## config.mk

```make
export PLATFORM = sky130hd
export DESIGN_NAME = json_key_uint_extractor
export DESIGN_NICKNAME = d
export VERILOG_FILES = /design/src/jkue_pkg.sv /design/src/json_key_uint_extractor.sv
export VERILOG_INCLUDE_DIRS = /design/src /design/src/src
export SDC_FILE = /design/constraint.sdc
export NUM_CORES = 1
export LEC_CHECK = 0
export ABC_AREA = 1
export BUFFER_PORTS_ARGS = -buffer_cell sky130_fd_sc_hd__buf_2
export CAP_MARGIN = 20
export CELL_PAD_IN_SITES_DETAIL_PLACEMENT = 1
export CELL_PAD_IN_SITES_GLOBAL_PLACEMENT = 2
export CORE_MARGIN = 3
export CORE_UTILIZATION = 37
export CTS_CLUSTER_SIZE = 10
export DETAILED_ROUTE_END_ITERATION = 8
export PLACE_DENSITY_LB_ADDON = 0.1
export RECOVER_POWER = 50
export REMOVE_ABC_BUFFERS = 1
export SYNTH_ARGS = -nofsm -noshare
export SYNTH_HDL_FRONTEND = slang
export SYNTH_SLANG_ARGS = --single-unit
```

## constraint.sdc

```tcl
create_clock -name clk -period 7.3 [get_ports clk]
set_input_delay 1.095 -clock clk [delete_from_list [all_inputs] [get_ports clk]]
set_output_delay 1.095 -clock clk [all_outputs]
set_load 0.1 [all_outputs]
```

## src/json_key_uint_extractor_assert.svh

```systemverilog
// Assertion macros for the key value extractor, empty when synthesized.
`ifndef JSON_KEY_UINT_EXTRACTOR_ASSERT_SVH
`define JSON_KEY_UINT_EXTRACTOR_ASSERT_SVH

`ifndef SYNTHESIS
// Same-cycle implication, checked on every clock edge outside reset.
`define JKUE_ASSERT_NOW(label, ante, cons, msg) \
  label: assert property (@(posedge clk) disable iff (rst) (ante) |-> (cons)) \
    else $error(msg);
// Next-cycle implication, checked on every clock edge outside reset.
`define JKUE_ASSERT_NEXT(label, ante, cons, msg) \
  label: assert property (@(posedge clk) disable iff (rst) (ante) |=> (cons)) \
    else $error(msg);
`else
`define JKUE_ASSERT_NOW(label, ante, cons, msg)
`define JKUE_ASSERT_NEXT(label, ante, cons, msg)
`endif

`endif

```

## src/jkue_pkg.sv

```systemverilog
// Package with the types, character constants and key matcher of the extractor.
package jkue_pkg;

  localparam int ValueWidth = 64;
  localparam int KeyLen     = 6;
  localparam int QueueDepth = 3;

  localparam logic [7:0] ChQuote   = 8'h22;
  localparam logic [7:0] ChLBrack  = 8'h5B;
  localparam logic [7:0] ChColon   = 8'h3A;
  localparam logic [7:0] ChDot     = 8'h2E;
  localparam logic [7:0] ChLowerE  = 8'h65;
  localparam logic [7:0] ChUpperE  = 8'h45;
  localparam logic [7:0] ChZero    = 8'h30;
  localparam logic [7:0] ChNine    = 8'h39;
  localparam logic [7:0] ChSpace   = 8'h20;
  localparam logic [7:0] ChTab     = 8'h09;
  localparam logic [7:0] ChCr      = 8'h0D;

  localparam logic KindValue  = 1'b0;
  localparam logic KindStatus = 1'b1;

  // Parser phases, one-hot.
  typedef enum logic [5:0] {
    PH_WAIT   = 6'b000001,
    PH_FAILED = 6'b000010,
    PH_SEARCH = 6'b000100,
    PH_COLON  = 6'b001000,
    PH_VALUE  = 6'b010000,
    PH_DIGITS = 6'b100000
  } phase_t;

  typedef struct packed {
    logic                  kind;
    logic [ValueWidth-1:0] value;
    logic                  doc_ok;
    logic                  is_final;
  } result_t;

  typedef struct packed {
    logic       done;
    logic [2:0] count;
  } seek_t;

  // Characters of the quoted key, quotes included.
  function automatic logic [7:0] key_char(input logic [2:0] idx);
    logic [7:0] c;
    case (idx)
      3'd0:    c = ChQuote;
      3'd1:    c = 8'h61;
      3'd2:    c = 8'h66;
      3'd3:    c = 8'h69;
      3'd4:    c = 8'h64;
      3'd5:    c = ChQuote;
      default: c = ChQuote;
    endcase
    return c;
  endfunction

  function automatic logic is_space(input logic [7:0] b);
    return (b == ChSpace) || (b >= ChTab && b <= ChCr);
  endfunction

  function automatic logic is_digit(input logic [7:0] b);
    return (b >= ChZero) && (b <= ChNine);
  endfunction

  // One step of the key matcher; a mismatch restarts on an opening quote.
  function automatic seek_t seek_key(input logic [7:0] b, input logic [2:0] count);
    seek_t      s;
    logic [2:0] k;
    k = (count >= 3'(KeyLen)) ? 3'd0 : count;
    s.done  = 1'b0;
    s.count = 3'd0;
    if (b == key_char(k)) begin
      if (k == 3'(KeyLen - 1)) begin
        s.done = 1'b1;
      end else begin
        s.count = k + 3'd1;
      end
    end else if (b == ChQuote) begin
      s.count = 3'd1;
    end
    return s;
  endfunction

endpackage

```

## src/json_key_uint_extractor.sv

```systemverilog
// Streaming extractor of unsigned numbers that follow the quoted key "afid".
//
//   channel | direction | handshake          | payload
//   in      | to block  | in_valid/in_stall  | text_byte, end_of_text
//   out     | from block| out_valid/out_stall| result_kind, extracted_value,
//           |           |                    | document_ok, final_result
//
// One byte beat is taken per cycle while in_stall is low; its results are queued in the same edge.
// A byte yields at most two results (only the last byte can yield two), so the
// three-entry result queue sets the rate: input is stalled while it holds two
// or more results, and the last byte of a document can fill it to three.
// Reset is synchronous; it clears the parser state and empties the queue.
// Stalls on the output hold the queue head steady and back up into in_stall.
`include "json_key_uint_extractor_assert.svh"

module json_key_uint_extractor (
  input  logic                            clk,
  input  logic                            rst,
  input  logic                            in_valid,
  output logic                            in_stall,
  input  logic [7:0]                      text_byte,
  input  logic                            end_of_text,
  output logic                            out_valid,
  input  logic                            out_stall,
  output logic                            result_kind,
  output logic [jkue_pkg::ValueWidth-1:0] extracted_value,
  output logic                            document_ok,
  output logic                            final_result
);
  import jkue_pkg::*;

  phase_t                phase, phase_next;
  logic [2:0]            key_cnt, key_cnt_next;
  logic [ValueWidth-1:0] acc, acc_next;
  logic                  header, header_next;

  result_t               queue [QueueDepth];
  result_t               queue_next [QueueDepth];
  logic [1:0]            cnt, cnt_next;

  logic                  accept, pop;
  result_t               res0, res1;
  logic [1:0]            n_res;
  logic [1:0]            base;
  seek_t                 seek;
  logic [ValueWidth-1:0] acc_times_ten;
  logic [ValueWidth-1:0] digit_ext;

  assign accept = in_valid & ~in_stall;
  assign pop    = out_valid & ~out_stall;

  // Room for the two results a byte can cause.
  assign in_stall  = (cnt > 2'd1);
  assign out_valid = (cnt != 2'd0);

  assign result_kind     = queue[0].kind;
  assign extracted_value = queue[0].value;
  assign document_ok     = queue[0].doc_ok;
  assign final_result    = queue[0].is_final;

  // Decimal accumulation: acc * 10 as two shifts, plus the digit.
  assign acc_times_ten = {acc[ValueWidth-4:0], 3'b000} + {acc[ValueWidth-2:0], 1'b0};
  assign digit_ext     = {{(ValueWidth-4){1'b0}}, text_byte[3:0]};

  // Parser step for the incoming byte and the results it causes.
  always_comb begin
    phase_next   = phase;
    key_cnt_next = key_cnt;
    acc_next     = acc;
    header_next  = header;
    n_res        = 2'd0;
    res0         = '{kind: KindValue, value: acc, doc_ok: 1'b1, is_final: 1'b0};
    res1         = '{kind: KindStatus, value: '0, doc_ok: 1'b0, is_final: 1'b1};
    seek         = seek_key(text_byte, key_cnt);

    case (phase)
      PH_WAIT: begin
        if (text_byte == ChLBrack) begin
          header_next  = 1'b1;
          phase_next   = PH_SEARCH;
          key_cnt_next = 3'd0;
        end else if (!is_space(text_byte)) begin
          phase_next = PH_FAILED;
        end
      end
      PH_SEARCH: begin
        key_cnt_next = seek.count;
        if (seek.done) phase_next = PH_COLON;
      end
      PH_COLON: begin
        if (text_byte == ChColon) begin
          phase_next = PH_VALUE;
        end else if (!is_space(text_byte)) begin
          key_cnt_next = seek.count;
          phase_next   = seek.done ? PH_COLON : PH_SEARCH;
        end
      end
      PH_VALUE: begin
        if (is_digit(text_byte)) begin
          acc_next   = digit_ext;
          phase_next = PH_DIGITS;
        end else if (!is_space(text_byte)) begin
          key_cnt_next = seek.count;
          phase_next   = seek.done ? PH_COLON : PH_SEARCH;
        end
      end
      PH_DIGITS: begin
        if (is_digit(text_byte)) begin
          acc_next = acc_times_ten + digit_ext;
        end else begin
          // A run followed by a fraction or exponent mark is dropped.
          if (text_byte != ChDot && text_byte != ChLowerE && text_byte != ChUpperE) begin
            n_res = 2'd1;
          end
          acc_next = '0;
          seek     = seek_key(text_byte, 3'd0);
          key_cnt_next = seek.count;
          phase_next   = seek.done ? PH_COLON : PH_SEARCH;
        end
      end
      PH_FAILED: begin
      end
      default: begin
        phase_next = PH_FAILED;
      end
    endcase

    // Last byte: flush an open digit run, add the status, return to reset.
    if (end_of_text) begin
      if (phase_next == PH_DIGITS) begin
        res0.value = acc_next;
        n_res      = 2'd1;
      end
      res1.doc_ok = header_next;
      if (n_res == 2'd1) begin
        n_res = 2'd2;
      end else begin
        res0  = res1;
        n_res = 2'd1;
      end
      phase_next   = PH_WAIT;
      key_cnt_next = 3'd0;
      acc_next     = '0;
      header_next  = 1'b0;
    end else begin
      res0.is_final = 1'b1;
    end
  end

  // Result queue: head at entry zero, shifts on each output beat.
  always_comb begin
    for (int i = 0; i < QueueDepth; i++) begin
      queue_next[i] = queue[i];
    end
    if (pop) begin
      for (int i = 0; i < QueueDepth - 1; i++) begin
        queue_next[i] = queue[i+1];
      end
    end
    base     = cnt - {1'b0, pop};
    cnt_next = base;
    if (accept) begin
      if (n_res != 2'd0) queue_next[base] = res0;
      if (n_res == 2'd2) queue_next[2'(base + 2'd1)] = res1;
      cnt_next = base + n_res;
    end
  end

  // Parser state and queue fill count.
  always_ff @(posedge clk) begin
    if (rst) begin
      phase   <= PH_WAIT;
      key_cnt <= 3'd0;
      acc     <= '0;
      header  <= 1'b0;
      cnt     <= 2'd0;
    end else begin
      cnt <= cnt_next;
      if (accept) begin
        phase   <= phase_next;
        key_cnt <= key_cnt_next;
        acc     <= acc_next;
        header  <= header_next;
      end
    end
  end

  // Queue payload needs no reset.
  always_ff @(posedge clk) begin
    for (int i = 0; i < QueueDepth; i++) begin
      queue[i] <= queue_next[i];
    end
  end

  `JKUE_ASSERT_NOW(a_status_is_final, out_valid && result_kind == KindStatus, final_result, "status beat is not the final result of its byte")
  `JKUE_ASSERT_NOW(a_status_no_value, out_valid && result_kind == KindStatus, extracted_value == '0, "status beat carries a nonzero value")
  `JKUE_ASSERT_NOW(a_value_doc_ok, out_valid && result_kind == KindValue, document_ok, "value beat outside a good document")
  `JKUE_ASSERT_NEXT(a_end_resets, accept && end_of_text, phase == PH_WAIT && acc == '0 && !header, "parser not back at reset after last byte")

endmodule
```

==> key figures <==
GRT
  – Initial antenna violation count: 0
  – Number of global-route vias before repair: 24,700
  – GRT Residual Overflow: 0
  – First-pass GRT wire length: 144 mm
  – Largest net degree at the start of global routing: 85
  – GRT Util Overall: 29.0%

Min path
  – Hold Crit Class: flop to flop
  – Hold path endpoint: header
  – Hold depth: 2
  – Worst Min Path Start: header

Power and ir drop
  – Switching Fraction: 50.6%
  – Lkg Pwr: 11.5 nW
  – Flop pwr share: 29.6%
  – Share of total power in the clock network: 20.3%
  – Power Density: 358 nW/um2
  – Switching pwr: 4.34 mW
  – Combinational share of power: 50.1%
  – Maximum vdd ir drop: 0.000247 V
  – Int Power: 4.24 mW

Synthesis
  – Synth area leaders: nand2_1 (22%), dfxtp_1 (19%), edfxtp_1 (9.0%), inv_1 (7.1%), ha_1 (7.0%)
  – Synth warn: 0
  – Library cells used by synthesis: 47
  – Yosys top cell area share: 21.9%
  – Commonest cells post-synth: nand2_1 (1,309), inv_1 (428), o21ai_0 (291)
  – Post-synthesis mux area share: 2.14%
  – Largest family of logic cells by synthesized area: simple AND/OR/NAND/NOR gates
  – Ys flop type: dfxtp_1
  – Top-count cell post-synth: nand2_1
  – Gate Count Post-Synth: 3,681
  – Compound-cell area share of the yosys netlist: 16.0%
  – Synth Area in Adders: 7.14%
  – Sequential share of the synthesized area: 27.7%
  – Post-Synthesis Cell Area: 22,500 um2
  – Area leader, netlist: nand2_1
  – Post-synth EDFFs: 67
  – Ys async rst share: 0%
  – Synth Area in XOR/XNOR: 0.234%
  – Syn Area/Cell: 6.11 um2
  – Flops & latches, synth: 277
  – Post-synthesis simple-gate area fraction: 34.3%

Floorplanning
  – Die Width: 252 um
  – Initial Utilization: 37.7%
  – Die ar.: 63,700 um2
  – # rows: 89
  – Core ar.: 59,600 um2
  – I/O Pins: 82
  – Die height: 252 um

STA
  – Fin crit period: 5430 ps
  – Clk_skew: 16.7 ps
  – Final Hold Fails: 0
  – Least-Margin Pin Slew: 2920 ps
  – # setup viols final: 0
  – RSZ-0062 raised after global routing: no
  – Final period utilization: 74.4%
  – Fin Hold WS: 481 ps
  – Slew HR: -94.8%
  – Fmax: 184 MHz
  – Max Slew Vio Count: 218

Detailed routing
  – Final ANT Viol Nets: 0
  – Drt first pass iters: 5
  – DRC viols: 0
  – Drt total wl: 93.8 mm
  – Post-DR vias/cell: 5.48
  – Vias: 24,100
  – Per-cell routed wire length: 21.3 um
  – Initial DRC Count: 1,399

Clocking
  – TritonCTS clock tree: done
  – Clk Latency, worst-skew pair: 550 ps
  – Num CTS Buffers: 36
  – Sink Count: 277
  – CTS Hold Bufs: 0
  – Max clock buf depth: 3
  – Clock-pin slew on the worst setup and hold paths: 60 ps
  – H-Tree Depth: 2
  – Resized Gates After CTS: 0
  – Setup Fix Bufs, Post-CTS: 0
  – Clock Tree Root: clkbuf_16

Setup path
  – Crit Path Max Fanout: 56
  – Worst reg2reg path startpoint: cnt[1]
  – CP arrival: 5900 ps
  – Endpoint class of the critical path: flop
  – R2r worst-path depth: 7
  – Critical path startpoint category: input port
  – WP data required: 7770 ps
  – CP Class: input port to flop
  – Worst reg2reg path endpoint: key_cnt[2]
  – Register-to-Register Setup Slack: 1960 ps

Placement
  – Hpwl dp: 67.0 mm
  – Routability cong.: 0.941
  – Port Buf Inserts: 81
  – Post-DP Area: 22,900 um2

Finish
  – Share of cells above drive strength 1: 4.28%
  – Final nets: 3,738
  – Area growth syn-to-layout: 6.61%
  – Final instance area: 24,000 um2

Status
  – Status: complete, but fails checks
  – Failing checks: capacitance limit, slew limit

Run
  – Max-cap violations: 4
==> routing by layer <==
metal | GRT usage [%] | routed length (um)
met5 | 0 | 0
met4 | 5.62 | 1350
met3 | 4.68 | 4610
met2 | 46.3 | 41400
met1 | 41.4 | 46400
==> worst max-delay path by stage <==
stage                        end         start  slack (ps)
finish                key_cnt[2]      in_valid        1870
global route        queue[0][84]  text_byte[6]        1510
CTS                 queue[0][85]  text_byte[6]        3010
detailed placement  queue[0][85]  text_byte[6]        2430
global placement    queue[0][85]  text_byte[6]        2550
floorplan           queue[0][65]        cnt[1]       -3940
==> flip-flops by register name (all words and copies together) (netlist names) <==
name	count
queue	201
acc	64
phase	6
key_cnt	3
cnt	2
header	1
==> critical path, cell delays in order <==
cell	delay, ps
buf_2	100
nand2_1	1790
clkbuf_1	2180
a21oi_1	240
inv_1	230
nand2_1	70
a21oi_1	140
==> logic make-up after synthesis <==
logic type | after synthesis
mux | 48
simple gates | 1895
xor+xnor | 6
fa+ha+maj | 127
buf+inv | 665
flops | 277
compound gates | 663
==> final cells by class <==
type,instances,area [um2]
diodes,1,2.50
repair buffers,107,541
flip-flops and latches,277,6220
clock buffers,59,1070
fillers,8025,35600
well taps,773,967
clock inverters,6,40.0
inverters,437,1640
multi-input cells,2739,13500
==> layout by cell type, fill, tap and decap left out, types with 10 or more instances in the layout <==
cell and count:
nand2_1 1308, inv_1 426, o21ai_0 292, nand3_1 248, nor2_1 228, a21oi_1 210
dfxtp_1 210, ha_1 125, clkbuf_1 86, edfxtp_1 67, a31oi_1 51, mux2i_1 48
a211oi_1 45, or2_2 42, clkbuf_16 37, nand4_1 24, o21ai_1 20, buf_4 20
nor3_1 19, o21bai_1 12, o211ai_1 12, buf_2 12, inv_2 10
==> power groups by stage <==
stage | Sequential (mW) | Clock, mW | Combinational, mW
final | 2.54 | 1.74 | 4.30
after global routing | 2.59 | 1.83 | 4.69
after CTS | 2.53 | 1.77 | 4.35
after detailed placement | 2.56 | 0 | 4.32
after global placement | 2.53 | 0 | 4.18
after floorplan | 3.70 | 0 | 2.14
==> per-stage QoR <==
stage	total power [mW]	utilization [%]	instances	setup WS, ps	setup TNS [ps]
finish	8.58	40.2	4399	1870	0
global route	9.11	40.2	4398	1510	0
CTS	8.65	40.3	4395	3010	0
detailed placement	6.88	38.5	4330	2430	0
global placement	6.71	38.4	4329	2550	0
floorplan	5.83	-	3453	-3940	-715420
(Power assumes the default switching activity.)
